==> src/sv/ring_buffer_fifo_core_defines.svh <==
// ----------------------------------------------------------------------------
// ring_buffer_fifo_core_defines
// assertion macros used by rbf_ctrl in the ring buffer fifo rtl
// ----------------------------------------------------------------------------
`ifndef RING_BUFFER_FIFO_CORE_DEFINES_SVH
`define RING_BUFFER_FIFO_CORE_DEFINES_SVH

// property checked at every clock edge outside reset
`define RBF_ASSERT(lbl, prop, msg) \
  lbl: assert property (@(posedge clk) disable iff (rst) (prop)) else $error(msg);

// consequent checked in the cycle after the antecedent
`define RBF_ASSERT_NEXT(lbl, ante, cons, msg) \
  lbl: assert property (@(posedge clk) disable iff (rst) (ante) |=> (cons)) else $error(msg);

`endif

==> src/sv/rbf_pkg.sv <==
// ----------------------------------------------------------------------------
// rbf_pkg
// constants and types shared by the ring buffer fifo modules
// ----------------------------------------------------------------------------
package rbf_pkg;

  localparam int MAX_DEPTH = 32;
  localparam int PTR_W     = $clog2(MAX_DEPTH);
  localparam int WORD_W    = 32;
  localparam int CNT_W     = 6;

  localparam logic [CNT_W-1:0] CAP_RESET = CNT_W'(10);

  typedef enum logic [1:0] {
    KIND_WRITE     = 2'd0,
    KIND_OVERWRITE = 2'd1,
    KIND_READ      = 2'd2,
    KIND_FLUSH     = 2'd3
  } kind_t;

  // one access to the slot store per transfer
  typedef struct packed {
    logic              we;
    logic [PTR_W-1:0]  waddr;
    logic [WORD_W-1:0] wdata;
    logic              re;
    logic [PTR_W-1:0]  raddr_a;
    logic [PTR_W-1:0]  raddr_b;
  } mem_req_t;

  // status of one operation, carried alongside the store read
  typedef struct packed {
    logic             ok;
    logic             pop;
    logic [CNT_W-1:0] fill;
    logic             full;
    logic [CNT_W-1:0] free;
  } op_info_t;

endpackage

==> src/sv/rbf_store.sv <==
// ----------------------------------------------------------------------------
// rbf_store
// slot memory with one write port and two registered read ports
// ----------------------------------------------------------------------------
module rbf_store (
  input  logic                             clk,
  input  logic                             rst,
  input  rbf_pkg::mem_req_t                req,
  output logic [rbf_pkg::WORD_W-1:0]       rd_a,
  output logic [rbf_pkg::WORD_W-1:0]       rd_b
);

  logic [rbf_pkg::WORD_W-1:0] mem [rbf_pkg::MAX_DEPTH];
  logic [rbf_pkg::MAX_DEPTH-1:0] written;

  logic [rbf_pkg::WORD_W-1:0] rdat_a;
  logic [rbf_pkg::WORD_W-1:0] rdat_b;
  logic [rbf_pkg::WORD_W-1:0] wdata_q;
  logic                       vld_a;
  logic                       vld_b;
  logic                       fwd_a;
  logic                       fwd_b;

  always_ff @(posedge clk) begin
    if (req.we) begin
      mem[req.waddr] <= req.wdata;
    end
    if (req.re) begin
      rdat_a <= mem[req.raddr_a];
      rdat_b <= mem[req.raddr_b];
    end
  end

  // slots never written since reset read as zero
  always_ff @(posedge clk) begin
    if (rst) begin
      written <= '0;
    end else if (req.we) begin
      written[req.waddr] <= 1'b1;
    end
  end

  // forward the word written in the same cycle as the read
  always_ff @(posedge clk) begin
    if (req.re) begin
      vld_a   <= written[req.raddr_a];
      vld_b   <= written[req.raddr_b];
      fwd_a   <= req.we && (req.waddr == req.raddr_a);
      fwd_b   <= req.we && (req.waddr == req.raddr_b);
      wdata_q <= req.wdata;
    end
  end

  always_comb begin
    rd_a = fwd_a ? wdata_q : (vld_a ? rdat_a : '0);
    rd_b = fwd_b ? wdata_q : (vld_b ? rdat_b : '0);
  end

endmodule

==> src/sv/rbf_ctrl.sv <==
// ----------------------------------------------------------------------------
// rbf_ctrl
// head and tail pointers, fill count and capacity register
// ----------------------------------------------------------------------------
`include "ring_buffer_fifo_core_defines.svh"

module rbf_ctrl (
  input  logic                        clk,
  input  logic                        rst,
  input  logic                        cfg_we,
  input  logic [rbf_pkg::CNT_W-1:0]   cfg_cap,
  input  logic                        acc,
  input  rbf_pkg::kind_t              kind,
  input  logic [rbf_pkg::WORD_W-1:0]  data_in,
  output rbf_pkg::mem_req_t           req,
  output rbf_pkg::op_info_t           info
);

  logic [rbf_pkg::CNT_W-1:0] capacity;
  logic [rbf_pkg::PTR_W-1:0] head;
  logic [rbf_pkg::PTR_W-1:0] tail;
  logic [rbf_pkg::CNT_W-1:0] count;

  logic [rbf_pkg::PTR_W-1:0] head_next;
  logic [rbf_pkg::PTR_W-1:0] tail_next;
  logic [rbf_pkg::CNT_W-1:0] count_next;
  logic [rbf_pkg::CNT_W-1:0] eff_cap;
  logic [rbf_pkg::PTR_W-1:0] head_adv;
  logic [rbf_pkg::PTR_W-1:0] tail_adv;
  logic                      full;
  logic                      store_op;
  logic                      pop_op;
  logic                      ok_op;

  // pointers wrap at the capacity in use, not at the memory depth
  function automatic logic [rbf_pkg::PTR_W-1:0] advance(
    input logic [rbf_pkg::PTR_W-1:0] p,
    input logic [rbf_pkg::CNT_W-1:0] cap
  );
    logic [rbf_pkg::CNT_W-1:0] n;
    n = rbf_pkg::CNT_W'(p) + rbf_pkg::CNT_W'(1);
    return (n >= cap) ? '0 : n[rbf_pkg::PTR_W-1:0];
  endfunction

  always_comb begin
    if (capacity == '0) begin
      eff_cap = rbf_pkg::CNT_W'(1);
    end else if (capacity > rbf_pkg::CNT_W'(rbf_pkg::MAX_DEPTH)) begin
      eff_cap = rbf_pkg::CNT_W'(rbf_pkg::MAX_DEPTH);
    end else begin
      eff_cap = capacity;
    end
    full     = count >= eff_cap;
    head_adv = advance(head, eff_cap);
    tail_adv = advance(tail, eff_cap);
  end

  always_comb begin
    head_next  = head;
    tail_next  = tail;
    count_next = count;
    store_op   = 1'b0;
    pop_op     = 1'b0;
    ok_op      = 1'b1;
    case (kind)
      rbf_pkg::KIND_WRITE: begin
        if (full) begin
          ok_op = 1'b0;
        end else begin
          store_op   = 1'b1;
          tail_next  = tail_adv;
          count_next = count + rbf_pkg::CNT_W'(1);
        end
      end
      rbf_pkg::KIND_OVERWRITE: begin
        store_op  = 1'b1;
        tail_next = tail_adv;
        if (full) begin
          head_next = head_adv;
        end else begin
          count_next = count + rbf_pkg::CNT_W'(1);
        end
      end
      rbf_pkg::KIND_READ: begin
        if (count == '0) begin
          ok_op = 1'b0;
        end else begin
          pop_op     = 1'b1;
          head_next  = head_adv;
          count_next = count - rbf_pkg::CNT_W'(1);
        end
      end
      rbf_pkg::KIND_FLUSH: begin
        head_next  = '0;
        tail_next  = '0;
        count_next = '0;
      end
      default: begin
        ok_op = 1'b0;
      end
    endcase
  end

  always_comb begin
    req.we      = acc && store_op;
    req.waddr   = tail;
    req.wdata   = data_in;
    req.re      = acc;
    req.raddr_a = head;
    req.raddr_b = head_next;
    info.ok     = ok_op;
    info.pop    = pop_op;
    info.fill   = count_next;
    info.full   = count_next >= eff_cap;
    info.free   = eff_cap - count_next;
  end

  // a capacity write also empties the buffer
  always_ff @(posedge clk) begin
    if (rst) begin
      capacity <= rbf_pkg::CAP_RESET;
      head     <= '0;
      tail     <= '0;
      count    <= '0;
    end else if (cfg_we) begin
      capacity <= cfg_cap;
      head     <= '0;
      tail     <= '0;
      count    <= '0;
    end else if (acc) begin
      head  <= head_next;
      tail  <= tail_next;
      count <= count_next;
    end
  end

  `RBF_ASSERT(a_count_le_cap, count <= eff_cap, "fill count above capacity")
  `RBF_ASSERT(a_head_in_range, rbf_pkg::CNT_W'(head) < eff_cap, "head beyond capacity")
  `RBF_ASSERT(a_tail_in_range, rbf_pkg::CNT_W'(tail) < eff_cap, "tail beyond capacity")
  `RBF_ASSERT(a_ends_meet, (count == '0 || full) |-> head == tail, "pointers disagree")
  `RBF_ASSERT_NEXT(a_cfg_clears, cfg_we, {head, tail, count} == '0, "cfg write left state")

endmodule

==> src/sv/ring_buffer_fifo_core.sv <==
// a result is registered with the store read and status, then in the output register
// throughput: one operation per cycle while the output is not stalled, set by the
// single write port of the slot memory and the pointer registers updated at each transfer
// reset: pointers and count clear, capacity returns to 10, per-slot written
// flags clear so untouched slots read as zero
// ----------------------------------------------------------------------------
// ring_buffer_fifo_core
// circular fifo with overwrite, flush and programmable capacity
// ----------------------------------------------------------------------------
module ring_buffer_fifo_core (
  input  logic                              clk,
  input  logic                              rst,
  input  logic                              cfg_valid,
  output logic                              cfg_ready,
  input  logic [rbf_pkg::CNT_W-1:0]         capacity,
  input  logic                              in_valid,
  output logic                              in_ready,
  input  logic [1:0]                        kind,
  input  logic signed [rbf_pkg::WORD_W-1:0] data_in,
  output logic                              out_valid,
  input  logic                              out_ready,
  output logic                              ok,
  output logic signed [rbf_pkg::WORD_W-1:0] read_data,
  output logic signed [rbf_pkg::WORD_W-1:0] head_data,
  output logic [rbf_pkg::CNT_W-1:0]         fill_count,
  output logic                              is_empty,
  output logic                              is_full,
  output logic [rbf_pkg::CNT_W-1:0]         free_slots
);

  rbf_pkg::mem_req_t          req;
  rbf_pkg::op_info_t          info;
  rbf_pkg::op_info_t          s1_info;
  logic                       s1_valid;
  logic                       s1_adv;
  logic                       acc;
  logic [rbf_pkg::WORD_W-1:0] rd_a;
  logic [rbf_pkg::WORD_W-1:0] rd_b;

  assign cfg_ready = 1'b1;
  assign s1_adv    = s1_valid && (!out_valid || out_ready);
  assign in_ready  = !s1_valid || s1_adv;
  assign acc       = in_valid && in_ready;

  rbf_ctrl u_ctrl (
    .clk     (clk),
    .rst     (rst),
    .cfg_we  (cfg_valid && cfg_ready),
    .cfg_cap (capacity),
    .acc     (acc),
    .kind    (rbf_pkg::kind_t'(kind)),
    .data_in (data_in),
    .req     (req),
    .info    (info)
  );

  rbf_store u_store (
    .clk  (clk),
    .rst  (rst),
    .req  (req),
    .rd_a (rd_a),
    .rd_b (rd_b)
  );

  // status waits here for the memory read
  always_ff @(posedge clk) begin
    if (rst) begin
      s1_valid <= 1'b0;
    end else if (acc) begin
      s1_valid <= 1'b1;
    end else if (s1_adv) begin
      s1_valid <= 1'b0;
    end
  end

  always_ff @(posedge clk) begin
    if (acc) begin
      s1_info <= info;
    end
  end

  // output register parts the result from the next transfer
  always_ff @(posedge clk) begin
    if (rst) begin
      out_valid <= 1'b0;
    end else if (s1_adv) begin
      out_valid <= 1'b1;
    end else if (out_ready) begin
      out_valid <= 1'b0;
    end
  end

  always_ff @(posedge clk) begin
    if (s1_adv) begin
      ok         <= s1_info.ok;
      read_data  <= s1_info.pop ? rd_a : '0;
      head_data  <= rd_b;
      fill_count <= s1_info.fill;
      is_empty   <= (s1_info.fill == '0);
      is_full    <= s1_info.full;
      free_slots <= s1_info.free;
    end
  end

endmodule
==> config.mk <==
export PLATFORM = sky130hd
export DESIGN_NAME = ring_buffer_fifo_core
export DESIGN_NICKNAME = d
export VERILOG_FILES = /design/src/sv/rbf_pkg.sv /design/src/sv/rbf_store.sv /design/src/sv/rbf_ctrl.sv /design/src/sv/ring_buffer_fifo_core.sv
export VERILOG_INCLUDE_DIRS = /design/src /design/src/sv
export SDC_FILE = /design/constraint.sdc
export NUM_CORES = 2
export LEC_CHECK = 0
export BUFFER_PORTS_ARGS = -buffer_cell sky130_fd_sc_hd__buf_2
export CORE_UTILIZATION = 40
export DETAILED_ROUTE_END_ITERATION = 10
export PLACE_DENSITY = 0.53
export SLEW_MARGIN = 0
export SYNTH_ARGS = -nofsm -noshare
export SYNTH_HDL_FRONTEND = slang
export SYNTH_HIERARCHICAL = 1
export SYNTH_SLANG_ARGS = --single-unit
export TNS_END_PERCENT = 50
==> constraint.sdc <==
create_clock -name clk -period 5.75 [get_ports clk]
set_input_delay 0.8625 -clock clk [delete_from_list [all_inputs] [get_ports clk]]
set_output_delay 0.8625 -clock clk [all_outputs]
set_load 0.05 [all_outputs]
# == After elaboration in Yosys (flattened, before gate mapping) ==
# Memories as Yosys holds them, arrays and structs flattened. A register that Yosys moved wholly into a read port is not among the register bits.
# Index checks and enable logic that the tools add are counted.
# totals
in_bits,45
mem_bits_rw,1024
reg_bits,186
memories,1
elab_cells,98
# memory_table
name,words,word_bits,read_ports,rd_ports_with_merged_regs,wr,line_no,source
u_store.mem,32,32,2,2,1,rbf_store.sv:13,logic [rbf_pkg::WORD_W-1:0] mem [rbf_pkg::MAX_DEPTH];
# classes
reduce_logical,20
magnitude_cmp,9
n_eq_ne,6
add_sub_neg,5
bitwise_logic,1
mux,32
# op_table
cell,n
32-bit two-way mux,4
32-bit bitwise OR,1
5-bit one-hot mux with 3 select lines,2
5-bit two-way mux,5
6-bit >= comparator,4
6-bit two-way mux,4
6-bit logical NOT,3
"5-bit by 6-bit less-than comparator with 1-bit output, second input constant",3
6-bit one-hot mux with 3 select lines,1
"5-bit by 1-bit adder with 6-bit output, second input constant",2
1-bit two-way mux,11
1-bit binary-select mux with 5-bit select,2
5-bit == test,2
"6-bit by 1-bit adder with 6-bit output, second input constant",1
"6-bit > comparator, second input constant",1
1-bit logical AND,6
"6-bit by 1-bit subtractor with 6-bit output, second input constant",1
6-bit subtractor,1
1-bit demux with 5-bit select,1
"5-bit by 1-bit >= comparator with 1-bit output, second input constant",1
"2-bit == test, second input constant",2
1-bit one-hot mux with 2 select lines,2
2-bit nonzero test,2
2-bit OR reduction,2
other kinds (7),9

# == Depth between registers and ports, before layout ==
# logic_depth
depth_word,9
ltp_mapped,19

# == Cells and area by module ==
# The synthesis kept the hierarchy.
# by_module_without_submodules
module,n_inst,cells_each,area_each_um2
rbf_store,1,3766,54151.9
ring_buffer_fifo_core,1,143,3150.5
rbf_ctrl,1,323,2443.6

# == Least setup slack after synthesis ==
# Ideal clock, no wire load.
# synth_path
path_type,input -> register
start,in out_ready
end,mem u_store/mem[28][0] (netlist bit) (enable)
slack_ns,0.755
arrival_ns,4.572
cell_stages,9
setup_ns,0.423
cell_sequence,nand3b_1 and2_1 clkbuf_1 o21ai_1 buf_2 nor2_1 or3b_1 clkbuf_1 nor2_1
# synth_lines
item,line_no,source
"start, declared",ring_buffer_fifo_core.sv:21,"input logic out_ready,"
"end, declared",rbf_store.sv:13,

==> Flow_metrics.wiki <==
{| class="wikitable"
! Metric !! Value
|-
| Slowest stage delay, CP || 0.64 ns
|-
| Element type at the critical path end || flop
|-
| Total met2 wirelength after detailed routing || 90.2 mm
|-
| Area of the core region || 148000 sq um
|-
| Remaining max-slew budget at the tightest pin || 0.169
|-
| Vias in the first global route || 37300
|-
| Final setup violation count || 0
|-
| Hold path depth || 2
|-
| Unrepaired setup endpoints after global routing || no
|-
| Top_reg_cell synth || edfxtp_1
|-
| Met1 Routed Length || 87.1 mm
|-
| Clk Tree Root Cell || clkbuf_16
|-
| Final cell count without fillers || 6353
|-
| Total of flip-flops plus latches after synthesis || 1274
|-
| DRT antenna net count || 0
|-
| Number of antenna violations at the first check in global routing || 16
|-
| Routed length per placed instance || 30.8 microns
|-
| Half-perimeter wire length after placement || 109 mm
|-
| Largest net degree at the start of global routing || 130
|-
| Wire length of the first global-routing pass || 276 mm
|-
| DIE HEIGHT || 388 microns
|-
| Slowest CP cell || dfxtp_1
|-
| Highest clock rate || 201 MHz
|-
| Row Count || 141
|-
| Fin Clk Skew || 0.0328 ns
|-
| Critical setup path kind || reg2reg
|-
| Via density || 6.00
|-
| Number of resized instances in the post-cts repair step || 0
|-
| Critical-path cell list || ha_1 > nand3_1 > xnor2_1 > ha_1 > a21o_1 > a21oi_1 > o21ai_0 > nor2_1 > nand2_1 > a31oi_1 > or2_2 > buf_12 > nor3_1 > a31oi_1 > nand3_1
|-
| Netlist cell types || 68
|-
| Number of hold violations in the final report || 0
|-
| Number of buffers inserted by port buffering || 125
|-
| Register area share after synthesis || 0.631
|-
| Number of primary I/O pins || 127
|-
| Final nets || 4380
|-
| Ys async rst share || 0
|-
| Synthesis-to-finish area growth || 12.5%
|-
| Clock network latency to the later pin of the worst-skew pair || 0.79 ns
|-
| Vias post-DR || 38100
|-
| Worst IR drop on VDD || 0.313 mV
|-
| Post-detailed-routing wire length || 196 mm
|-
| Leakage power summed over all cells || 20.4 nW
|-
| Count of cells along the worst register-to-register path || 15
|-
| Cell count after synthesis || 4232
|-
| Proportion of layout cells with a drive suffix above 1 || 0.120
|-
| Num Clock Sinks || 1274
|-
| R2R setup slack || 0.78 ns
|-
| CTS max path bufs || 3
|-
| Number of DRC violations after detailed-routing iteration 0 || 3782
|-
| Sum of negative setup slack || 0 ns
|-
| Cell area after synthesis || 59700 sq um
|-
| Post-Place Cells || 6091
|-
| Top layer in use || met5
|-
| TritonCTS clock tree || done
|-
| Gpl congestion || 0.809
|-
| Horiz. Die Dim || 388 microns
|-
| Worst Path Arrival || 5.48 ns
|-
| Count of maximum capacitance violations || 0
|-
| Initial Util || 0.404
|-
| Count of yosys warnings during synthesis || 6
|-
| Hold worst-path end || u_ctrl/capacity[3]
|-
| Worst EP required || 6.26 ns
|-
| Syn Nets || 4307
|-
| Origin of the critical flop-to-flop path || u_ctrl/head[0]
|-
| Sum of met3 wire segment lengths after detailed routing || 13.2 mm
|-
| Startpoint kind of the worst setup timing path || flop
|-
| Worst-path maximum fanout || 19
|-
| HP Class || in2reg
|-
| Buffers inserted during post-CTS setup optimization || 0
|-
| Average instance area after synthesis || 14.1 sq um
|-
| Final slew viol count || 0
|-
| Total power divided by cell area || 301 nW/um^2
|-
| Share of the core filled with cells in the final layout || 0.454
|-
| Gr usage total || 0.256
|-
| Slew at the pin with the worst max-slew slack || 1.25 ns
|-
| DRC viols || 0
|-
| Die Outline Area || 151000 sq um
|-
| Clock-pin transition on the worst setup and hold timing paths || 0.06 ns
|-
| Cell type with the highest aggregate area in the netlist || edfxtp_1
|-
| CTS hold repair buffers || 0
|-
| Proportion of netlist area held by the largest area contributor || 0.612
|-
| Number of buffers created by CTS || 142
|-
| Final period demand of the worst path || 4.97 ns
|-
| Aggregate global routing overflow || 0
|-
| H-tree levels || 4
|-
| Number of enable-type register cells in the synthesized netlist || 1218
|-
| Launch instance of the worst min-delay path || capacity[3]
|-
| Post-route clock period utilization || 0.864
|-
| Result of the run || finished clean
|-
| Fillers || 13000
|-
| Cell types with the largest area share after synthesis || edfxtp_1 (61%), mux2i_1 (18%), a22o_1 (2.9%), a22oi_1 (2.5%), dfxtp_1 (1.9%)
|-
| RR Endpoint || u_store/rdat_b[25]
|-
| Initial DRT Pass Iterations || 6
|}
## worst max-delay path by stage
| stage | startpoint | endpoint | slack, ns | depth (start not counted) |
|---|---|---|---|---|
| final | u_ctrl/head[0] | u_store/rdat_b[25] | 0.78 | 15 |
| after global routing | u_ctrl/head[0] | u_store/rdat_b[20] | 0.41 | 15 |
| after CTS | u_ctrl/head[0] | u_store/rdat_b[16] | 0.82 | 15 |
| after detailed placement | u_ctrl/head[0] | u_store/rdat_b[2] | 0.83 | 15 |
| after global placement | u_ctrl/head[0] | u_store/rdat_b[16] | 0.89 | 15 |
| after floorplan | out_ready | u_store/mem[28][0] | 0.75 | 9 |
## logic make-up (layout without fill, tap and decap cells)
logic type	count (synthesis)	in the layout	synth area share
AO/OA/AOI/OAI	739	739	0.0862
XOR/XNOR	20	20	0.00293
other	1	4	0.0000628
buffers and inverters	365	553	0.0379
adder cells (fa/ha/maj)	30	30	0.00641
multiplexers	1062	1062	0.178
AND/OR/NAND/NOR	741	741	0.0576
flip-flops	1274	1274	0.631
## power breakdown
group / switching, mW / internal, mW
clock network: 3.79 / 5.12
logic: 0.711 / 0.255
registers: 0.0534 / 10.3
## critical path: cells and delay by family (launching register included)
| family | cells | cell delay, ns |
|---|---|---|
| AND/OR/NAND/NOR | 6 | 1.64 |
| buffers and inverters | 1 | 0.31 |
| flip-flops | 1 | 0.64 |
| AO/OA/AOI/OAI | 5 | 1.14 |
| adder cells (fa/ha/maj) | 2 | 0.66 |
| XOR/XNOR | 1 | 0.28 |
## layout by cell type (no fill, tap or decap), types with 7 or more instances in the layout
cell / count
edfxtp_1: 1218
mux2i_1: 1060
nand2_1: 232
a21oi_1: 219
nand3_1: 210
a22oi_1: 199
a22o_1: 195
clkbuf_16: 147
buf_2: 125
nor2_1: 97
buf_4: 94
a31oi_1: 71
nor3_1: 70
dfxtp_1: 55
buf_12: 52
clkbuf_1: 40
nor2_4: 34
and2_1: 33
ha_1: 29
clkinv_1: 28
inv_1: 23
o21ai_0: 19
clkinv_2: 18
xor2_1: 11
xnor2_1: 9
bufinv_16: 8
nand3b_1: 7
a21o_1: 7
## metal layers
layer,vias to the layer above,global-route usage
met5,-,0
met4,14,0.0765
met3,284,0.0455
met2,1363,0.405
met1,19800,0.359
li1,16600,-
## metrics by stage
stage,total power [mW],hold slack [ns],worst slack (ns),area (sq um)
2_1_floorplan,11.1,0.400,0.755,59700
3_3_place_gp,11.5,0.403,0.890,62700
3_5_place_dp,11.5,0.410,0.833,62700
4_1_cts,20.4,0.240,0.822,67200
5_1_grt,20.8,0.273,0.407,67200
6_report,20.2,0.296,0.784,67200
## synth_stat cells (3+ instances only)
cell type  count
xnor2_1        9
and3_1         3
ha_1          29
and2_1        37
o31ai_1        3
a21oi_1      219
o21ai_0       19
xor2_1        11
a31oi_1       71
nor4_1         4
nand2_1      234
nor2_1       129
or3b_1         4
nor2b_1       12
dfxtp_1       56
clkbuf_1      84
a211oi_1       3
or3_1          3
buf_6         50
edfxtp_1    1218
a22o_1       196
mux2i_1     1060
nor3_1        70
nand3b_1       7
buf_2        105
nand3_1      210
buf_1          7
inv_1         23
nand2b_1      10
buf_4         91
a22oi_1      199
a21o_1         7
a211o_1        3
## flip-flops by register name, summed over array words and instances, names as in the netlist, 5 cells and up
signal	count
head_data	32
u_store/written	32
s1_info	15
free_slots	6
u_ctrl/count	6
read_data	32
u_store/rdat_a	32
u_ctrl/capacity	6
u_store/wdata_q	32
fill_count	6
u_ctrl/head	5
u_store/rdat_b	32
u_ctrl/tail	5
u_store/mem	1024
## layout make-up
type / instances / area, sq um / share of cell area
Sequential cell: 1274 / 37700 / 0.561
Multi-Input combinational cell: 2593 / 20100 / 0.299
Clock buffer: 191 / 3880 / 0.0578
Tap cell: 1930 / 2410 / 0.0359
Timing Repair Buffer: 271 / 2370 / 0.0353
Clock inverter: 68 / 622 / 0.00925
Inverter: 23 / 86.3 / 0.00128
Antenna cell: 3 / 7.51 / 0.000112
Note: power is estimated with default switching activity, not from simulation.
